### src/hw/rtl/sgt_pkg.sv
// ----------------------------------------------------------------------------
// sgt_pkg: shared types and constants for the stack graph traversal block
// Item structs, request codes, sequencer states and sizing constants.
// ----------------------------------------------------------------------------
package sgt_pkg;

  localparam int MAX_VERTICES = 64;
  localparam int VIDX_W       = 6;   // vertex index field width
  localparam int COUNT_W      = 7;   // vertex count and stack depth width

  localparam logic [1:0] REQ_CLEAR = 2'd0;
  localparam logic [1:0] REQ_ADD   = 2'd1;
  localparam logic [1:0] REQ_RUN   = 2'd2;

  typedef struct packed {
    logic [1:0]        req_type;
    logic [VIDX_W-1:0] from_vertex;
    logic [VIDX_W-1:0] to_vertex;
  } in_item_t;

  typedef struct packed {
    logic [VIDX_W-1:0] visited_vertex;
    logic              last;
    logic              bad_start;
  } out_item_t;

  typedef enum logic [2:0] {
    ST_IDLE,
    ST_ADD_WR,
    ST_POP,
    ST_ROW,
    ST_SCAN,
    ST_EMIT
  } state_t;

endpackage

### src/hw/rtl/sgt_ram.sv
// ----------------------------------------------------------------------------
// sgt_ram: generic single-write, single-read RAM
// One write port and one read port with enable; read data is registered.
// ----------------------------------------------------------------------------
module sgt_ram #(
  parameter int WIDTH = 8,
  parameter int DEPTH = 64
) (
  input  logic                     clk,
  input  logic                     we,
  input  logic [$clog2(DEPTH)-1:0] waddr,
  input  logic [WIDTH-1:0]         wdata,
  input  logic                     re,
  input  logic [$clog2(DEPTH)-1:0] raddr,
  output logic [WIDTH-1:0]         rdata
);

  logic [WIDTH-1:0] mem [DEPTH];

  always_ff @(posedge clk) begin
    if (we) begin
      mem[waddr] <= wdata;
    end
    if (re) begin
      rdata <= mem[raddr];
    end
  end

endmodule

### src/hw/rtl/stack_graph_traversal.sv
// Sequencing: clear is done in idle; add edge does a row read, then a write back.
// Run: a bad start goes straight to its item; otherwise each visited vertex
//   takes a stack pop and a row read, then the neighbour scan over every vertex in
//   use through the shared scan step, then the hand-over of its item.
// Throughput: one item at a time; in_ready is low until the sequencer is idle.
// Reset (rst, synchronous): empty graph, vertex_count 64, no item pending.
// ----------------------------------------------------------------------------
// stack_graph_traversal: depth-first graph traversal with an explicit stack
// Adjacency rows and the pending stack live in RAMs; a small sequencer pops,
// fetches a row and scans it one neighbour per cycle.
// ----------------------------------------------------------------------------
module stack_graph_traversal (
  input  logic                              clk,
  input  logic                              rst,
  input  logic                              cfg_we,
  input  logic [sgt_pkg::COUNT_W-1:0]       cfg_wdata,
  input  logic                              in_valid,
  output logic                              in_ready,
  input  sgt_pkg::in_item_t                 in_data,
  output logic                              out_valid,
  input  logic                              out_ready,
  output sgt_pkg::out_item_t                out_data
);

  import sgt_pkg::*;

  state_t state, state_next;

  logic [COUNT_W-1:0]      vcount;
  logic [COUNT_W-1:0]      eff_n;
  logic [MAX_VERTICES-1:0] row_valid;
  logic [MAX_VERTICES-1:0] seen;
  logic [COUNT_W-1:0]      depth;
  logic [VIDX_W-1:0]       cur;
  logic [VIDX_W-1:0]       scan_v;
  logic [VIDX_W-1:0]       add_from;
  logic [VIDX_W-1:0]       add_to;
  out_item_t               res;

  logic                    in_fire;
  logic                    bad_run;
  logic                    emit_fire;
  logic                    scan_end;
  logic                    push;

  logic                    adj_we, adj_re;
  logic [VIDX_W-1:0]       adj_waddr, adj_raddr;
  logic [MAX_VERTICES-1:0] adj_wdata, adj_rdata;
  logic                    stk_we, stk_re;
  logic [VIDX_W-1:0]       stk_waddr, stk_raddr;
  logic [VIDX_W-1:0]       stk_wdata, stk_rdata;

  sgt_ram #(.WIDTH(MAX_VERTICES), .DEPTH(MAX_VERTICES)) u_adj (
    .clk  (clk),
    .we   (adj_we),
    .waddr(adj_waddr),
    .wdata(adj_wdata),
    .re   (adj_re),
    .raddr(adj_raddr),
    .rdata(adj_rdata)
  );

  sgt_ram #(.WIDTH(VIDX_W), .DEPTH(MAX_VERTICES)) u_stack (
    .clk  (clk),
    .we   (stk_we),
    .waddr(stk_waddr),
    .wdata(stk_wdata),
    .re   (stk_re),
    .raddr(stk_raddr),
    .rdata(stk_rdata)
  );

  assign eff_n     = (vcount > COUNT_W'(MAX_VERTICES)) ? COUNT_W'(MAX_VERTICES) : vcount;
  assign in_ready  = (state == ST_IDLE);
  assign in_fire   = in_valid && in_ready;
  assign bad_run   = {1'b0, in_data.from_vertex} >= eff_n;
  assign emit_fire = !out_valid || out_ready;
  assign scan_end  = ({1'b0, scan_v} == (eff_n - COUNT_W'(1)));
  // A row that has not been written since the last clear reads as empty.
  assign push      = row_valid[cur] && adj_rdata[scan_v] && !seen[scan_v];

  always_comb begin
    state_next = state;
    case (state)
      ST_IDLE: begin
        if (in_fire) begin
          case (in_data.req_type)
            REQ_ADD: state_next = ST_ADD_WR;
            REQ_RUN: state_next = bad_run ? ST_EMIT : ST_POP;
            default: state_next = ST_IDLE;
          endcase
        end
      end
      ST_ADD_WR: state_next = ST_IDLE;
      ST_POP:    state_next = ST_ROW;
      ST_ROW:    state_next = ST_SCAN;
      ST_SCAN:   state_next = scan_end ? ST_EMIT : ST_SCAN;
      ST_EMIT: begin
        if (emit_fire) begin
          state_next = res.last ? ST_IDLE : ST_POP;
        end
      end
      default:   state_next = ST_IDLE;
    endcase
  end

  always_comb begin
    adj_we    = 1'b0;
    adj_waddr = add_from;
    adj_wdata = (row_valid[add_from] ? adj_rdata : '0) | (MAX_VERTICES'(1) << add_to);
    adj_re    = 1'b0;
    adj_raddr = in_data.from_vertex;
    stk_we    = 1'b0;
    stk_waddr = depth[VIDX_W-1:0];
    stk_wdata = scan_v;
    stk_re    = 1'b0;
    stk_raddr = depth[VIDX_W-1:0] - VIDX_W'(1);
    case (state)
      ST_IDLE: begin
        if (in_fire && in_data.req_type == REQ_ADD) begin
          adj_re = 1'b1;
        end
        if (in_fire && in_data.req_type == REQ_RUN && !bad_run) begin
          stk_we    = 1'b1;
          stk_waddr = '0;
          stk_wdata = in_data.from_vertex;
        end
      end
      ST_ADD_WR: adj_we = 1'b1;
      ST_POP:    stk_re = 1'b1;
      ST_ROW: begin
        adj_re    = 1'b1;
        adj_raddr = stk_rdata;
      end
      ST_SCAN:   stk_we = push;
      ST_EMIT:   ;
      default:   ;
    endcase
  end

  always_ff @(posedge clk) begin
    if (rst) begin
      state     <= ST_IDLE;
      vcount    <= COUNT_W'(MAX_VERTICES);
      row_valid <= '0;
      depth     <= '0;
      out_valid <= 1'b0;
    end else begin
      state <= state_next;
      if (cfg_we) begin
        vcount <= cfg_wdata;
      end
      if (emit_fire && state == ST_EMIT) begin
        out_valid <= 1'b1;
      end else if (out_ready) begin
        out_valid <= 1'b0;
      end
      case (state)
        ST_IDLE: begin
          if (in_fire && in_data.req_type == REQ_CLEAR) begin
            row_valid <= '0;
          end
          if (in_fire && in_data.req_type == REQ_RUN && !bad_run) begin
            depth <= COUNT_W'(1);
          end
        end
        ST_ADD_WR: row_valid[add_from] <= 1'b1;
        ST_POP:    depth <= depth - COUNT_W'(1);
        ST_SCAN: begin
          if (push) begin
            depth <= depth + COUNT_W'(1);
          end
        end
        default: ;
      endcase
    end
  end

  // Payload and working registers.
  always_ff @(posedge clk) begin
    if (state == ST_EMIT && emit_fire) begin
      out_data <= res;
    end
    case (state)
      ST_IDLE: begin
        add_from <= in_data.from_vertex;
        add_to   <= in_data.to_vertex;
        if (in_fire && in_data.req_type == REQ_RUN) begin
          seen          <= MAX_VERTICES'(1) << in_data.from_vertex;
          res.visited_vertex <= '0;
          res.last      <= 1'b1;
          res.bad_start <= 1'b1;
        end
      end
      ST_ROW: begin
        cur                <= stk_rdata;
        scan_v             <= '0;
        res.visited_vertex <= stk_rdata;
        res.bad_start      <= 1'b0;
      end
      ST_SCAN: begin
        scan_v <= scan_v + VIDX_W'(1);
        if (push) begin
          seen[scan_v] <= 1'b1;
        end
        if (scan_end) begin
          res.last <= !push && (depth == '0);
        end
      end
      default: ;
    endcase
  end

  a_depth_bound: assert property (@(posedge clk) disable iff (rst)
    depth <= COUNT_W'(MAX_VERTICES))
    else $error("stack depth beyond capacity");

  a_pop_nonempty: assert property (@(posedge clk) disable iff (rst)
    state == ST_POP |-> depth != '0)
    else $error("pop from an empty stack");

  a_cur_seen: assert property (@(posedge clk) disable iff (rst)
    state == ST_SCAN |-> seen[cur])
    else $error("scanned vertex not marked seen");

  a_bad_is_last: assert property (@(posedge clk) disable iff (rst)
    out_valid && out_data.bad_start |-> out_data.last && out_data.visited_vertex == '0)
    else $error("bad start item malformed");

endmodule
### config.mk
export PLATFORM = sky130hd
export DESIGN_NAME = stack_graph_traversal
export DESIGN_NICKNAME = d
export VERILOG_FILES = /design/src/hw/rtl/sgt_pkg.sv /design/src/hw/rtl/sgt_ram.sv /design/src/hw/rtl/stack_graph_traversal.sv
export SDC_FILE = /design/constraint.sdc
export NUM_CORES = 2
export LEC_CHECK = 0
export ABC_CLOCK_PERIOD_IN_PS = 5650
export BUFFER_PORTS_ARGS = -buffer_cell sky130_fd_sc_hd__buf_2
export CORE_UTILIZATION = 25
export CTS_CLUSTER_SIZE = 20
export DETAILED_ROUTE_END_ITERATION = 10
export MAX_ROUTING_LAYER = met4
export PLACE_DENSITY_LB_ADDON = 0.08
export SYNTH_ARGS = -nofsm -noshare
export SYNTH_HDL_FRONTEND = slang
export SYNTH_MEMORY_MAX_BITS = 65536
export SYNTH_SLANG_ARGS = --single-unit
### constraint.sdc
create_clock -name clk -period 5.65 [get_ports clk]
set_input_delay 0.8475 -clock clk [delete_from_list [all_inputs] [get_ports clk]]
set_output_delay 0.8475 -clock clk [all_outputs]
set_load 0.02 [all_outputs]
**After elaboration in Yosys (flattened, before gate mapping)**

Memories as Yosys holds them, arrays and structs flattened. A register that Yosys moved wholly into a read port is not among the register bits.
Index checks and enable logic that the tools add are counted.

- Memory bits (writable): 4480
- Logic and storage cells: 133
- Register bits after elaboration: 186
- Input port bits: 26
- Memories: 2

- $lt $le $gt $ge: 7
- Equality and inequality tests: 15
- $add $sub $neg: 5
- Shift-type cells: 2
- Mux-type cells: 52
- Bitwise gates (word level): 3
- Reductions and logical operators: 31

Memories:

| memory | words | bits a word | read ports | clocked after Yosys merged registers in | wr ports | RTL line | RTL |
|---|---|---|---|---|---|---|---|
| u_adj.mem | 64 | 64 | 1 | 1 | 1 | sgt_ram.sv:18 | `logic [WIDTH-1:0] mem [DEPTH];` |
| u_stack.mem | 64 | 6 | 1 | 1 | 1 | sgt_ram.sv:18 |  |

Operators with widths:

| operator | number |
|---|---|
| 64-bit two-way mux | 4 |
| 64-bit case mux with 2 select lines | 2 |
| 64-bit OR | 3 |
| 1-bit by 6-bit left shift with 64-bit output (first input constant) | 2 |
| 6-bit two-way mux | 5 |
| 1-bit binary-select mux with 6-bit select | 4 |
| 6-bit case mux with 2 select lines | 2 |
| 6-bit by 7-bit < comparator with 1-bit output (second input constant) | 3 |
| 7-bit two-way mux | 3 |
| 7-bit case mux with 3 select lines | 1 |
| 1-bit two-way mux | 18 |
| 3-bit case mux with 5 select lines | 1 |
| 7-bit by 1-bit subtractor with 7-bit output (second input constant) | 2 |
| 1-bit demux with 6-bit select | 2 |
| 6-bit by 1-bit greater-or-equal comparator with 1-bit output (second input constant) | 2 |
| 1-bit logical AND | 11 |
| 2-bit nonzero test | 5 |
| 3-bit two-way mux | 3 |
| 3-bit AND reduction | 3 |
| 8-bit two-way mux | 1 |
| 2-bit by 1-bit inequality test with 1-bit output (second input constant) | 4 |
| 1-bit case mux with 2 select lines | 4 |
| 7-bit by 1-bit adder with 7-bit output (second input constant) | 1 |
| 6-bit by 7-bit equality test with 1-bit output | 1 |
| other kinds (19) | 28 |

**Depth between registers and ports, before layout**

- Depth in word-level cells: 9
- Gate-level depth with buffers: 13
- Gate-level depth less buffers: 11

**By module**

Synthesis repeated with hierarchy kept, for this count alone.

- Cell total of the unflattened synthesis: 8497
- Area total of the unflattened synthesis: 183686.2 sq um

Modules (own cells, without submodules):

| module | area an instance (sq um) | instances | cells each |
|---|---|---|---|
| sgt_ram at u_adj | 156989.3 | 1 | 6598 |
| sgt_ram at u_stack | 15285.9 | 1 | 720 |
| stack_graph_traversal | 11410.9 | 1 | 1179 |

**Worst setup path before layout**

OpenSTA, ideal clock, no wires.

- Kind: flip-flop to flip-flop
- Start point: reg state[1]
- End point: mem u_stack.mem[0][0] (netlist bit) (data pin)
- Library setup time: 702 ps
- Clock period less this slack: 6325 ps
- Path buffers: 3
- Cell stages (with the launch flop): 8
- Setup slack: -675 ps
- Data required time: 4948 ps
- Arrival: 5623 ps
- Cell sequence: dfxtp_1 -> buf_1 -> nor3_1 -> nand3_1 -> or2_2 -> clkbuf_1 -> clkbuf_1 -> o21ai_0

- Cells in the longest elaborated chain, start to end: 6

Ends and longest elaborated chain:

| element | RTL line | RTL |
|---|---|---|
| start, declared | stack_graph_traversal.sv:27 | `state_t state, state_next;` |
| start signal, assigned | stack_graph_traversal.sv:149 | `state <= state_next;` |
| 3-bit zero test * | stack_graph_traversal.sv:74 | `assign in_ready = (state == ST_IDLE);` |
| named net in_ready | stack_graph_traversal.sv:18 | `output logic in_ready,` |
| 1-bit logical AND | stack_graph_traversal.sv:75 | `assign in_fire = in_valid && in_ready;` |
| 1-bit logical AND (2 in a row) | stack_graph_traversal.sv:123 | `if (in_fire && in_data.req_type == REQ_RUN && !bad_run) begin` |
| 6-bit two-way mux | stack_graph_traversal.sv:123 |  |
| 6-bit two-way mux * | stack_graph_traversal.sv:118 | `case (state)` |
| named net stk_wdata[0] | stack_graph_traversal.sv:51 | `logic [VIDX_W-1:0] stk_wdata, stk_rdata;` |
| end, declared | sgt_ram.sv:18 |  |

Mark *: on every way through the listed nets, which the timed path passes. The rest lies on a longest branch.

**Worst setup path after layout**

- Start point: reg scan_v[1]
- End point: mem u_stack.mem[32][5] (netlist bit) (enable)

- Cells in the longest elaborated chain, start to end: 7
- Elaborated cells on any way between the ends: 10
- Classes of those cells: mux: 7; reduce/logical: 3

Ends and longest elaborated chain:

| element | RTL line | RTL |
|---|---|---|
| start, declared | stack_graph_traversal.sv:35 | `logic [VIDX_W-1:0] scan_v;` |
| start signal, assigned | stack_graph_traversal.sv:202 | `scan_v <= scan_v + VIDX_W'(1);` |
| 1-bit binary-select mux with 6-bit select | stack_graph_traversal.sv:80 | `assign push = row_valid[cur] && adj_rdata[scan_v] && !seen[scan_v];` |
| 1-bit two-way mux (implied by the code) | stack_graph_traversal.sv:80 |  |
| 1-bit logical AND or 1-bit zero test (tied branches) | stack_graph_traversal.sv:80 |  |
| 1-bit logical AND * | stack_graph_traversal.sv:80 |  |
| 1-bit case mux with 2 select lines * | stack_graph_traversal.sv:118 |  |
| 1-bit two-way mux * | sgt_ram.sv:21 | `if (we) begin` |
| 1-bit two-way mux (implied by the code) * | sgt_ram.sv:22 | `mem[waddr] <= wdata;` |

Every way passes the cells marked *; elsewhere a longest branch is shown, timed or not. The select of a mux whose other input is x is not followed.

==> results.toml <==
[routing]
vias = 93900
routed_wl_mm = 697
drtIter0Drc = 9558
drc_errors = 0
dr.pass1.iters = 6
antenna_left = 0
wl_per_cell_um = 36.7
routed_via_density = 4.95

[finish]
fin_area_mm2 = 0.217
stdcell_count = 19000
drive_gt1_share_pct = 29.3
nets = 8967
syn_to_final_growth_pct = 19.3

[yosys]
synthDistinctLibCells = 72
synth_common_cells = "edfxtp_1 (4654), mux4_2 (1156), clkbuf_1 (288), a22oi_1 (274), a21oi_1 (223)"
synth_seq_cells = 4736
yosysMostFrequentCell = "edfxtp_1"
synth.area.top_cells = "edfxtp_1 (77%), mux4_2 (14%), a22oi_1 (1.1%)"
synthesis.nets = 8257
ys_seq_area_share_pct = 77.6
synth_area_leader_cell = "edfxtp_1"
syn_area_mm2 = 0.182
avgSynthCellArea_um2 = 22.2
async_reset_ff_share_pct = 0
synth_edf_count = 4654
synth_top_area_share_pct = 76.7
synth_ff_type = "edfxtp_1"
synthCells = 8212
ys_warn_count = 0

[min_path]
hold_depth = 1
min_path_type = "input port to flip-flop"

[sta]
setup-violations-final = 0
worstMarginPinSlew_ps = 1410
fin_skew_ps = 54.8
fmax_mhz = 204
hold_violations = 0
period_needed_ps = 4910
drv_slew = 0
fin_crit_sh_pct = 86.9
maxSlewHeadroom_pct = 5.83
rsz0062_at_grt = "false"

[run]
cap_violations = 0

[global_routing]
antenna_found_initial = 56
globalRouteOverflowTotal = 0
grt_max_degree = 78
grt_pass1_vias = 97700
grt_use_total_pct = 19.2
grt_pass1_wl_mm = 927

[clocking]
clockRootBuffer = "clkbuf_16"
cts_resized = 0
cts_made_buffers = 562
cts_setup_buffers = 0
hold_buffers = 11
htreeDepth = 6
cts.clk_slew.worst_paths_ps = 60
clock_sinks = 4736
cts_tree = "yes"
cts_max_path_buffers = 4
insertion_delay_ps = 1090

[placed_design]
io_buffers = 35
placedCellCount = 18000
gp_congestion = 0.762
hpwl_mm = 386
dpl-instance-area_mm2 = 0.200

[worst_setup_path]
worstPathRequired_ps = 6350
worstSetupPathType = "flip-flop to flip-flop"
critPathMaxFanout = 47
start_kind = "flip-flop"
worstSetupEndpointType = "flip-flop"
worstPathArrival_ps = 5610
reg2reg_depth = 11

[die]
chipWidth_um = 856
die_area_mm2 = 0.732
die_h_um = 856
rows = 313
start_util_pct = 25.1
core_area_mm2 = 0.726
io_pins = 36

[run_status]
outcome = "finished, final reports clean"

[power]
p_leak_nw = 67.6
power_density_mw_per_mm2 = 359
peakVddDrop_mv = 0.314
## cell usage in the layout (no fill, tap or decap), types with 20 or more instances in the layout
master,instances
edfxtp_1,4654
mux4_2,1156
clkbuf_16,575
buf_4,435
a22oi_1,274
a21oi_1,221
buf_12,173
clkbuf_1,143
a22o_1,142
o22ai_1,140
clkinv_1,123
a221oi_1,116
clkinv_2,84
mux2i_1,82
dfxtp_1,81
nand2_1,79
or3_1,73
nor2_4,70
o21a_1,70
nor3_1,57
nor2_1,55
nand3_1,39
buf_2,35
a22o_2,26
nand2b_1,24
inv_1,23
nor2b_1,22
o21ai_0,20
bufinv_16,20
## critical path, cell delays in order, from the launching register on
cell	delay, ps
edfxtp_1	810
buf_12	290
mux2_2	250
a221o_1	390
a22oi_1	160
buf_4	150
o211ai_1	480
a211o_1	440
nand3_2	170
buf_12	220
buf_4	270
nor3_1	840
## area by class of cell
cell class,instances,area (um2)
fill,70400,509000
sequential,4736,141000
multi-input combinational,2943,39600
clock buffer,721,15000
tap,9607,12000
timing repair buffer,655,7020
clock inverter,280,2250
inverter,24,90.1
antenna,14,35.0
## path summary, 6_finish.rpt
path	start	endpoint	slack [ps]
setup / recovery	scan_v[1]	u_stack.mem[32][5]	740
setup reg to reg	scan_v[1]	u_stack.mem[32][5]	740
hold reg to reg	res[5]	out_data[5]	420
hold / removal	in_data[4]	add_to[4]	110
## routing by layer
metal	vias to the layer above	global-route usage, %	part of all wire [%]
met5	-	-	0
met4	0	3.75	2.1
met3	804	2.39	4.9
met2	2897	30.5	48
met1	53300	26.6	46
li1	37000	-	-
## power breakdown
part	internal (mW)	switching [mW]
Sequential	38.9	0.157
Clock	19.7	15.0
Combinational	1.57	2.75
## flip-flops by register name, indices dropped and copies added (netlist names)
signal	cells
u_adj.rdata	64
out_data	8
state	3
u_stack.mem	384
out_valid	1
u_stack.rdata	6
add_to	6
row_valid	64
seen	64
res	8
vcount	7
depth	7
add_from	6
scan_v	6
u_adj.mem	4096
cur	6
## stage by stage
step	total power, mW	hold slack, ps	setup WS (ps)	TNS, ps	utilization, %
after global placement	44.1	430	-784	-110600	27.5
after CTS	79.0	29.5	772	0	29.9
after global routing	80.3	55.4	650	0	29.9
after detailed placement	44.2	410	733	0	27.5
after floorplan	42.1	400	79.5	0	-
final	78.0	113	738	0	29.9
## cells by family after synthesis
| kind of cell | count (synthesis) | synth area share (%) |
|---|---|---|
| flops | 4736 | 77.6 |
| simple gates | 530 | 1.50 |
| compound gates | 1118 | 4.49 |
| xor+xnor | 19 | 0.0996 |
| buf+inv | 533 | 1.29 |
| mux | 1257 | 14.9 |
| fa+ha+maj | 19 | 0.135 |
Power figures use the tool's default switching activity.
